<file path="src/rtl/bol_pkg.sv">
`timescale 1ns / 1ps

package bol_pkg;

  localparam int VALUE_W = 32;

  // operation codes
  localparam logic [2:0] OP_INS_FRONT = 3'd0;
  localparam logic [2:0] OP_INS_BACK  = 3'd1;
  localparam logic [2:0] OP_RM_FRONT  = 3'd2;
  localparam logic [2:0] OP_RM_BACK   = 3'd3;
  localparam logic [2:0] OP_RM_MATCH  = 3'd4;

  // status codes
  localparam logic [1:0] ST_DONE      = 2'd0;
  localparam logic [1:0] ST_FULL      = 2'd1;
  localparam logic [1:0] ST_EMPTY     = 2'd2;
  localparam logic [1:0] ST_NOT_FOUND = 2'd3;

  // front and back read as this when the list is empty
  localparam logic signed [VALUE_W-1:0] EMPTY_MARK = 32'sh8000_0000;

  typedef struct packed {
    logic [2:0]                op;
    logic signed [VALUE_W-1:0] value;
  } req_item_t;

  typedef struct packed {
    logic [1:0]                status;
    logic [4:0]                entry_count;
    logic                      is_empty;
    logic signed [VALUE_W-1:0] front_value;
    logic signed [VALUE_W-1:0] back_value;
  } rsp_item_t;

endpackage

</file>
<file path="src/rtl/bol_ram.sv">
`timescale 1ns / 1ps

module bol_ram #(
  parameter int WIDTH = 32,
  parameter int DEPTH = 16
) (
  input  logic                                     clk,
  input  logic                                     we,
  input  logic [(DEPTH > 1 ? $clog2(DEPTH) : 1)-1:0] waddr,
  input  logic [WIDTH-1:0]                         wdata,
  input  logic [(DEPTH > 1 ? $clog2(DEPTH) : 1)-1:0] raddr,
  output logic [WIDTH-1:0]                         rdata
);

  logic [WIDTH-1:0] mem [DEPTH];

  always_ff @(posedge clk) begin
    if (we) begin
      mem[waddr] <= wdata;
    end
    rdata <= mem[raddr];
  end

endmodule

</file>
<file path="src/rtl/bounded_ordered_list.sv">
`timescale 1ns / 1ps

// bounded ordered list of signed 32-bit values, up to CAPACITY entries, kept as a
// singly linked chain in two single-port-write rams (values and next links, both
// with registered read). one item is worked at a time. an insert writes the new
// entry and its link. removals walk the chain from the front one entry per cycle
// (the walk is paced by the link ram read feeding the next read address); taking
// the front then picks up the new front value, taking a later entry returns its
// slot to the free chain, taking the only entry goes straight to the result, and
// a search that finds nothing stops at the back entry. every item ends by loading
// the result register. inserts into a full list and removals from an empty list
// are reported through status and change nothing, as are unknown-op items.
// a finished result sits in an output register, so the next item is taken while
// the previous result still waits. no clearing pass is needed after reset.
module bounded_ordered_list
  import bol_pkg::*;
#(
  parameter int CAPACITY = 16
) (
  input  logic      clk,
  input  logic      rst,
  input  logic      req_valid,
  output logic      req_stall,
  input  req_item_t req,
  output logic      rsp_valid,
  input  logic      rsp_stall,
  output rsp_item_t rsp
);

  localparam int SW = (CAPACITY > 1) ? $clog2(CAPACITY) : 1;  // slot index width
  localparam int CW = $clog2(CAPACITY + 1);                    // count width

  localparam logic [2:0] S_IDLE = 3'd0;
  localparam logic [2:0] S_INS  = 3'd1;  // write the new entry and its link
  localparam logic [2:0] S_WALK = 3'd2;  // one chain entry per cycle
  localparam logic [2:0] S_FIXF = 3'd3;  // pick up the new front value
  localparam logic [2:0] S_PUSH = 3'd4;  // return the removed slot to the free chain
  localparam logic [2:0] S_FIN  = 3'd5;  // load the result register

  logic [2:0]         st;
  logic [2:0]         op_q;
  logic [VALUE_W-1:0] val_q;
  logic [1:0]         stat;

  // list bookkeeping
  logic [CW-1:0]      cnt;        // entries held
  logic [CW-1:0]      fresh;      // slots ever handed out; slots above are untouched
  logic [SW-1:0]      fhead;      // top of the free chain (freed slots, linked in ram)
  logic [SW-1:0]      front;
  logic [SW-1:0]      back;
  logic [VALUE_W-1:0] front_val;
  logic [VALUE_W-1:0] back_val;

  // walk registers
  logic [SW-1:0]      cur;
  logic [SW-1:0]      prev;
  logic [VALUE_W-1:0] prev_val;
  logic [SW-1:0]      idx;

  // ram ports
  logic [SW-1:0]      raddr;
  logic [VALUE_W-1:0] rd_entry;
  logic [SW-1:0]      rd_link;
  logic               ent_we;
  logic [SW-1:0]      ent_waddr;
  logic               lnk_we;
  logic [SW-1:0]      lnk_waddr;
  logic [SW-1:0]      lnk_wdata;

  logic               accept;
  logic               req_is_ins;
  logic               popped;     // freed slots exist, reuse the top one
  logic [SW-1:0]      new_slot;
  logic               last;       // walk sits on the back entry
  logic               hit;
  logic               rsp_load;

  assign req_stall  = (st != S_IDLE);
  assign accept     = req_valid && !req_stall;
  assign req_is_ins = (req.op == OP_INS_FRONT) || (req.op == OP_INS_BACK);

  // freed slots = fresh - cnt, so the free chain is non-empty exactly when cnt < fresh
  assign popped   = (cnt < fresh);
  assign new_slot = popped ? fhead : fresh[SW-1:0];
  assign last     = (CW'(idx) == CW'(cnt - CW'(1)));
  assign rsp_load = (st == S_FIN) && (!rsp_valid || !rsp_stall);

  always_comb begin
    case (op_q)
      OP_RM_FRONT: hit = (idx == '0);
      OP_RM_BACK:  hit = last;
      OP_RM_MATCH: hit = (rd_entry == val_q);
      default:     hit = 1'b0;
    endcase
  end

  // read address: the free chain top for inserts, the front to start a walk,
  // then whatever link just came back
  always_comb begin
    case (st)
      S_IDLE:  raddr = req_is_ins ? fhead : front;
      S_WALK:  raddr = rd_link;
      default: raddr = front;
    endcase
  end

  always_comb begin
    ent_we    = 1'b0;
    ent_waddr = new_slot;
    lnk_we    = 1'b0;
    lnk_waddr = cur;
    lnk_wdata = fhead;
    case (st)
      S_INS: begin
        ent_we = 1'b1;
        if (cnt != '0) begin
          lnk_we = 1'b1;
          if (op_q == OP_INS_FRONT) begin
            lnk_waddr = new_slot;
            lnk_wdata = front;
          end else begin
            lnk_waddr = back;
            lnk_wdata = new_slot;
          end
        end
      end
      S_WALK: begin
        if (hit) begin
          lnk_we = 1'b1;
          if ((cnt != CW'(1)) && (idx != '0)) begin
            // bridge the predecessor over the removed entry
            lnk_waddr = prev;
            lnk_wdata = rd_link;
          end
        end
      end
      S_PUSH: begin
        lnk_we = 1'b1;
      end
      default: begin
      end
    endcase
  end

  bol_ram #(
    .WIDTH(VALUE_W),
    .DEPTH(CAPACITY)
  ) u_entry_ram (
    .clk  (clk),
    .we   (ent_we),
    .waddr(ent_waddr),
    .wdata(val_q),
    .raddr(raddr),
    .rdata(rd_entry)
  );

  bol_ram #(
    .WIDTH(SW),
    .DEPTH(CAPACITY)
  ) u_link_ram (
    .clk  (clk),
    .we   (lnk_we),
    .waddr(lnk_waddr),
    .wdata(lnk_wdata),
    .raddr(raddr),
    .rdata(rd_link)
  );

  always_ff @(posedge clk) begin
    if (rst) begin
      st    <= S_IDLE;
      cnt   <= '0;
      fresh <= '0;
      front <= '0;
      back  <= '0;
    end else begin
      case (st)
        S_IDLE: begin
          if (accept) begin
            op_q  <= req.op;
            val_q <= req.value;
            cur   <= front;
            prev  <= front;
            idx   <= '0;
            stat  <= ST_DONE;
            if (req_is_ins) begin
              if (cnt == CW'(CAPACITY)) begin
                stat <= ST_FULL;
                st   <= S_FIN;
              end else begin
                st <= S_INS;
              end
            end else if ((req.op == OP_RM_FRONT) || (req.op == OP_RM_BACK) ||
                         (req.op == OP_RM_MATCH)) begin
              if (cnt == '0) begin
                stat <= ST_EMPTY;
                st   <= S_FIN;
              end else begin
                st <= S_WALK;
              end
            end else begin
              // unknown op: report the list unchanged
              st <= S_FIN;
            end
          end
        end
        S_INS: begin
          if (popped) begin
            fhead <= rd_link;
          end else begin
            fresh <= fresh + CW'(1);
          end
          if (cnt == '0) begin
            front     <= new_slot;
            back      <= new_slot;
            front_val <= val_q;
            back_val  <= val_q;
          end else if (op_q == OP_INS_FRONT) begin
            front     <= new_slot;
            front_val <= val_q;
          end else begin
            back     <= new_slot;
            back_val <= val_q;
          end
          cnt <= cnt + CW'(1);
          st  <= S_FIN;
        end
        S_WALK: begin
          if (hit) begin
            cnt <= cnt - CW'(1);
            if (cnt == CW'(1)) begin
              // last entry leaves
              front <= '0;
              back  <= '0;
              fhead <= cur;
              st    <= S_FIN;
            end else if (idx == '0) begin
              // front leaves; its successor is being read now
              front <= rd_link;
              fhead <= cur;
              st    <= S_FIXF;
            end else begin
              if (last) begin
                back     <= prev;
                back_val <= prev_val;
              end
              st <= S_PUSH;
            end
          end else if (last) begin
            stat <= ST_NOT_FOUND;
            st   <= S_FIN;
          end else begin
            prev     <= cur;
            prev_val <= rd_entry;
            cur      <= rd_link;
            idx      <= idx + SW'(1);
          end
        end
        S_FIXF: begin
          front_val <= rd_entry;
          st        <= S_FIN;
        end
        S_PUSH: begin
          fhead <= cur;
          st    <= S_FIN;
        end
        S_FIN: begin
          if (rsp_load) begin
            st <= S_IDLE;
          end
        end
        default: begin
          st <= S_IDLE;
        end
      endcase
    end
  end

  // result register
  always_ff @(posedge clk) begin
    if (rst) begin
      rsp_valid <= 1'b0;
    end else if (rsp_load) begin
      rsp_valid <= 1'b1;
    end else if (!rsp_stall) begin
      rsp_valid <= 1'b0;
    end
  end

  always_ff @(posedge clk) begin
    if (rsp_load) begin
      rsp.status      <= stat;
      rsp.entry_count <= 5'(cnt);
      rsp.is_empty    <= (cnt == '0);
      rsp.front_value <= (cnt == '0) ? EMPTY_MARK : front_val;
      rsp.back_value  <= (cnt == '0) ? EMPTY_MARK : back_val;
    end
  end

endmodule

</file>
<file path="config.mk">
export PLATFORM = sky130hd
export DESIGN_NAME = bounded_ordered_list
export DESIGN_NICKNAME = d
export VERILOG_FILES = /design/src/rtl/bol_pkg.sv /design/src/rtl/bol_ram.sv /design/src/rtl/bounded_ordered_list.sv
export SDC_FILE = /design/constraint.sdc
export NUM_CORES = 1
export LEC_CHECK = 0
export ABC_AREA = 1
export BUFFER_PORTS_ARGS = -buffer_cell sky130_fd_sc_hd__buf_2
export CORE_ASPECT_RATIO = 0.7
export CORE_MARGIN = 2
export CORE_UTILIZATION = 56
export DETAILED_ROUTE_END_ITERATION = 10
export HOLD_SLACK_MARGIN = 0.06
export PLACE_DENSITY_LB_ADDON = 0.2
export SLEW_MARGIN = 15
export SYNTH_ARGS = -nofsm -noshare
export SYNTH_HDL_FRONTEND = slang
export SYNTH_SLANG_ARGS = --single-unit
</file>
<file path="constraint.sdc">
create_clock -name clk -period 8.73 [get_ports clk]
set_input_delay 0.873 -clock clk [delete_from_list [all_inputs] [get_ports clk]]
set_output_delay 0.873 -clock clk [all_outputs]
set_load 0.005 [all_outputs]
</file>
; Word-level counts from Yosys, hierarchy flattened
; Memory sizes are Yosys's and may differ from the RTL's. A register that Yosys moved wholly into a read port is not among the register bits.
; Index checks and enable logic that the tools add are counted.
[op_classes]
add_sub_neg = 4
order_cmp = 1
eq_ne = 33
n_mux = 84
bitwise = 4
reduce_logical = 35
[op_table]
columns = op, n
row1 = $mux 32, 8
row2 = $mux 4, 33
row3 = $pmux 32 s2, 2
row4 = $pmux 4 s2, 8
row5 = $eq 32x32->1, 1
row6 = $mux 3, 10
row7 = $reduce_and 5->1, 4
row8 = $eq 3x2->1 const B, 6
row9 = $ne 2x2->1 const B, 9
row10 = $ne 3x3->1 const B, 6
row11 = $eq 3x3->1 const B, 4
row12 = $mux 2, 6
row13 = $pmux 3 s4, 1
row14 = $pmux 4 s3, 1
row15 = $add 5x1->5 const B, 2
row16 = $mux 1, 10
row17 = $pmux 5 s2, 1
row18 = $logic_not 3->1, 3
row19 = $reduce_and 3->1, 3
row20 = $reduce_and 4->1, 2
row21 = $reduce_and 7->1, 1
row22 = $eq 3x1->1 const B, 2
row23 = $pmux 1 s3, 2
row24 = $reduce_bool 2->1, 3
row25 = other kinds (21), 33
[totals]
register_bits = 243
ram_bits = 576
inputBits = 39
output_inout_bits = 74
wordCells = 184
memories = 2
[memory_table]
columns = name, words, width, read_ports, rd_ports_with_merged_regs, write_ports, line_no
row1 = u_entry_ram.mem, 16, 32, 1, 1, 1, bol_ram.sv:15  ; logic [WIDTH-1:0] mem [DEPTH];
row2 = u_link_ram.mem, 16, 4, 1, 1, 1, bol_ram.sv:15

; Depth between registers and ports, before layout
[logic_depth]
word_depth = 7
ltp_mapped = 20
mapped_depth_nobuf = 20

; Cells and area by module
; From an unflattened synthesis, not the netlist that was laid out.
[unflattened]
hier_cells = 3442
area_unflattened_um2 = 36424.9
[modules_own_cells]
columns = mod, n_inst, cells_per_inst, area_each_um2, seq_area_each_um2
row1 = bol_ram (u_entry_ram), 1, 2122, 22739.3, 16015.4
row2 = bounded_ordered_list, 1, 1030, 10719.0, 7076.8
row3 = bol_ram (u_link_ram), 1, 290, 2966.6, 2001.9

; Worst setup path before layout
; Ideal clock, no wire load.
[synth_timing]
kind = register to register
from = register cnt[0]
to = register back_val[0] (enable)
setup_time_ns = 0.594
arrival_ns = 6.638
required_ns = 8.136
slack_ns = 1.498
stages_incl_launch_ff = 15
path_buffers = 0
synth_period_minus_slack_ns = 7.232
cell_sequence = dfxtp_1 inv_1 ha_1 inv_1 nand2_1 nand2_1 nor2_1 nand2_1 nor2_1 nand2_1 nand2_1 nand2_1 nand3_2 nand2_2 a2111oi_0
[synth_between]
elab_chain_cells = 5
word_cells_on_any_way = 10
classes_between = add/sub (1) / eq/ne (6) / mux (1) / reduce/logical (2)
[synth_rtl]
columns = element, line_no
row1 = "start, declared", bounded_ordered_list.sv:46  ; logic [CW-1:0] cnt;
row2 = "start signal, assigned", bounded_ordered_list.sv:225  ; cnt <= cnt + CW'(1);
row3 = "start signal, assigned", bounded_ordered_list.sv:230  ; cnt <= cnt - CW'(1);
row4 = $sub 5x1->5, bounded_ordered_list.sv:85  ; assign last = (CW'(idx) == CW'(cnt - CW'(1)));
row5 = $eq 4x5->1, bounded_ordered_list.sv:85
row6 = $pmux 1 s3, bounded_ordered_list.sv:89  ; case (op_q)
row7 = $ne 2x2->1 (no line), --
row8 = $reduce_and 7->1 (no line) (*), --
row9 = "end signal, assigned", bounded_ordered_list.sv:217  ; back_val <= val_q;
row10 = "end signal, assigned", bounded_ordered_list.sv:223  ; back_val <= val_q;
row11 = "end signal, assigned", bounded_ordered_list.sv:245  ; back_val <= prev_val;
row12 = "end, declared", bounded_ordered_list.sv:52  ; logic [VALUE_W-1:0] back_val;
; Mark *: on every way between the ends. The rest lies on a longest branch, timed or not.
; A chain may end at the register's enable or synchronous reset.

; Worst setup path in the final report
[layout_timing]
from = register st[2]
to = register u_entry_ram.rdata[19] (read register of u_entry_ram.mem)
[layout_between]
elab_chain_cells = 2
word_cells_on_any_way = 3
classes_between = eq/ne (1) / mux (1) / reduce/logical (1)
[layout_rtl]
columns = element, line_no
row1 = "start, declared", bounded_ordered_list.sv:40  ; logic [2:0] st;
row2 = "start signal, assigned", bounded_ordered_list.sv:171  ; st <= S_IDLE;
row3 = "start signal, assigned", bounded_ordered_list.sv:189  ; st <= S_FIN;
row4 = "start signal, assigned", bounded_ordered_list.sv:191  ; st <= S_INS;
row5 = $eq 3x2->1 / $logic_not 3->1 (equally long branches), bounded_ordered_list.sv:100  ; case (st)
row6 = $pmux 4 s2 (*), bounded_ordered_list.sv:100
row7 = "end, declared", bol_ram.sv:12  ; output logic [WIDTH-1:0] rdata
; Marked as above.

==> flow_summary.yaml <==
logic_synthesis:
  synth-async-reset-ratio_pct: 0
  synth_ff_type: "edfxtp_1"
  syn-cell-area_um2: 35000
  synth_area_per_cell_um2: 11.8
  synth_area_leaders: "edfxtp_1 (68%), nand2_1 (5.6%), inv_1 (5.1%)"
  synthCells: 2975
  synth_nets: 3024
  ys_seq_area_share_pct: 71.7
  synth_top_area_cell: "edfxtp_1"
  synth_top_cell_area_share_pct: 68.4
  synth-edff-count: 797
  synth-seq-cells: 855
  ys_warn_count: 0
  ys_types: 44
timing:
  period_share_pct: 49.4
  rsz0062_at_grt: "false"
  setup_ws_ps: 4420
  final.setup.tns_ps: 0
  finalMaxSlewViolations: 0
  hold_viol: 0
  fin_worst_skew_ps: 23.1
  max_freq_ghz: 0.232
  worst_slew_pin_slew_ps: 1270
  slew_headroom_pct: 15.4
  fin_crit_ps: 4310
  setup_violations: 0
critical_path:
  worstRegToRegCells: 12
  rrSetupSlack_ps: 4420
  startpoint_type: "flip-flop"
  crit_path_end: "u_entry_ram.rdata[19]"
  crit_path_end_kind: "flip-flop"
  crit_arrival_ps: 4820
  r2r-end: "u_entry_ram.rdata[19]"
  cp_max_fo: 291
  required_ps: 9230
  path_class: "flip-flop to flip-flop"
  startpoint: "st[2]"
  r2r-start: "st[2]"
final_layout:
  finalInstanceArea_um2: 39000
  instances_no_fill: 3957
  fin_util_pct: 63.3
  antennaDiodeCount: 0
  drive_above_1_share_pct: 10.3
  syn2layout_area_growth_pct: 11.5
  nNetsFinal: 3124
clock_tree:
  htree_levels: 3
  path_clk_slew_ps: 60
  cts_hold_buf: 0
  cts_root_buf: "clkbuf_16"
  cts_resized: 0
  cts_sinks: 855
  cts_made_buffers: 79
  cts_tree: "built"
  cts_setup_buffers: 0
  cts.path.max_buffers: 3
  insertion_delay_ps: 630
route:
  via_per_inst: 5.53
  drt_iter0_drc: 2553
  num_vias: 21900
  routed_wl_mm: 81.2
  avgRoutedWirePerCell_um: 20.5
  drc: 0
  ant_nets: 0
  firstDrtPassIters: 6
floorplan:
  initial_core_util_pct: 56.8
  die_w_um: 303
  die_area_um2: 64500
  core_area_um2: 61600
  num_rows: 76
  die_height_um: 213
  ios: 113
global_route:
  grt_remaining_overflow: 0
  track_usage_pct: 25.5
  antenna_found_initial: 1
  grt_pass1_vias: 20100
  grt_max_degree: 292
  grt_pass1_wl_mm: 122
placed_design:
  placed_cell_area_um2: 36500
  dpl.hpwl_mm: 46.7
  place_inst: 3813
  post-place-ws_ps: 4310
  portBuffers: 112
  gp_congestion: 0.913
power_and_ir_drop:
  peakVddDrop_uv: 747
  powerDensity_nw_per_um2: 346
  power.leakage_uw: 0.0150
status:
  status: "completed"
flow_run:
  cap_violations: 0
hold_path:
  worstHoldPathCells: 1
  worstHoldPathType: "primary input to flip-flop"
cells in the mapped netlist (all sizes together) (2+ instances only):
| master | number |
|---|---|
| nand3 | 181 |
| clkinv | 5 |
| buf | 85 |
| o2111ai | 6 |
| xnor2 | 10 |
| nor3 | 5 |
| o22ai | 12 |
| dfxtp | 58 |
| inv | 479 |
| a31oi | 2 |
| clkbuf | 58 |
| a211oi | 3 |
| ha | 10 |
| edfxtp | 797 |
| mux2 | 8 |
| xor2 | 2 |
| or2 | 3 |
| a21oi | 167 |
| o211ai | 152 |
| nand4 | 4 |
| o21ai | 302 |
| nor2 | 94 |
| nand2 | 525 |
how the worst min path moves through the flow:
stage	start	end	slack, ps
floorplan	stat[0]	rsp[70]	400
global placement	u_entry_ram.rdata[0]	prev_val[0]	420
detailed placement	u_entry_ram.rdata[8]	prev_val[8]	410
CTS	req[12]	val_q[12]	390
global route	req[23]	val_q[23]	390
finish	req[12]	val_q[12]	420
worst max-delay path: stages (launching register included):
cell	delay [ps]
dfxtp_1	360
nor2_4	300
nand2_4	360
nor2_1	260
inv_1	150
o211ai_4	140
buf_12	650
buf_4	840
nand2_1	140
o21ai_0	120
o21ai_0	100
o211ai_1	360
nand2_1	80
cell type report:
type	instances	area [um2]
clock inverter	35	372
sequential	855	25100
inverter	484	1820
timing repair buffer	162	948
multi-input combinational	1493	7560
clock buffer	109	2200
fill	4705	22600
tap	819	1020
sequential cells by signal, indices dropped and copies added (netlist names), 4 cells and up:
register           cells
prev                   4
u_entry_ram.rdata     32
front_val             32
idx                    4
back                   4
cnt                    5
fhead                  4
u_link_ram.mem        64
cur                    4
rsp                   72
fresh                  5
back_val              32
u_entry_ram.mem      512
front                  4
prev_val              32
u_link_ram.rdata       4
val_q                 32
per-layer routing:
layer,GRT usage (%),part of all wire (%),vias to the layer above
li1,-,-,10500
met2,36.4,42,932
met4,7.19,2.1,0
met3,5.45,10,118
met5,0,0,-
met1,39.5,45,10300
cell usage in the layout (no fill, tap or decap), drive strengths merged:
cell type / instances
clkinv: 29
a32oi: 1
buf: 162
nand3b: 1
nand4: 4
ha: 10
a31oi: 2
or2: 3
xor2: 2
o22ai: 12
nor2: 94
o211ai: 152
nor3b: 1
nand2: 525
o2111ai: 6
dfxtp: 58
a211oi: 3
nor3: 5
clkbuf: 109
bufinv: 7
edfxtp: 797
a2111oi: 1
o21ai: 302
o31ai: 1
inv: 483
o21a: 1
a21oi: 167
xnor2: 10
mux2: 8
nand3: 181
o21bai: 1
logic make-up after synthesis:
group                      Yosys count  share of synthesized area [%]
DFF                                855                           71.7
xor gates and xnor gates            12                          0.300
AOI/OAI and AO/OA                  649                           10.7
adders and majority gates           10                          0.358
muxes                                8                          0.257
and+or+nand+nor                    814                           9.58
buffers and inverters              627                           7.13
metrics by stage:
step	hold slack [ps]	total power, uW
floorplan	400	8700
CTS	387	13500
detailed placement	415	10100
finish	417	13500
global route	387	14300
global placement	419	9950
power breakdown:
| part | switching (uW) | internal, uW | leakage, uW |
|---|---|---|---|
| clock | 1470 | 1980 | 0.00126 |
| combinational | 3160 | 1210 | 0.00599 |
| sequential | 345 | 5340 | 0.00770 |
Power figures use the tool's default switching activity.
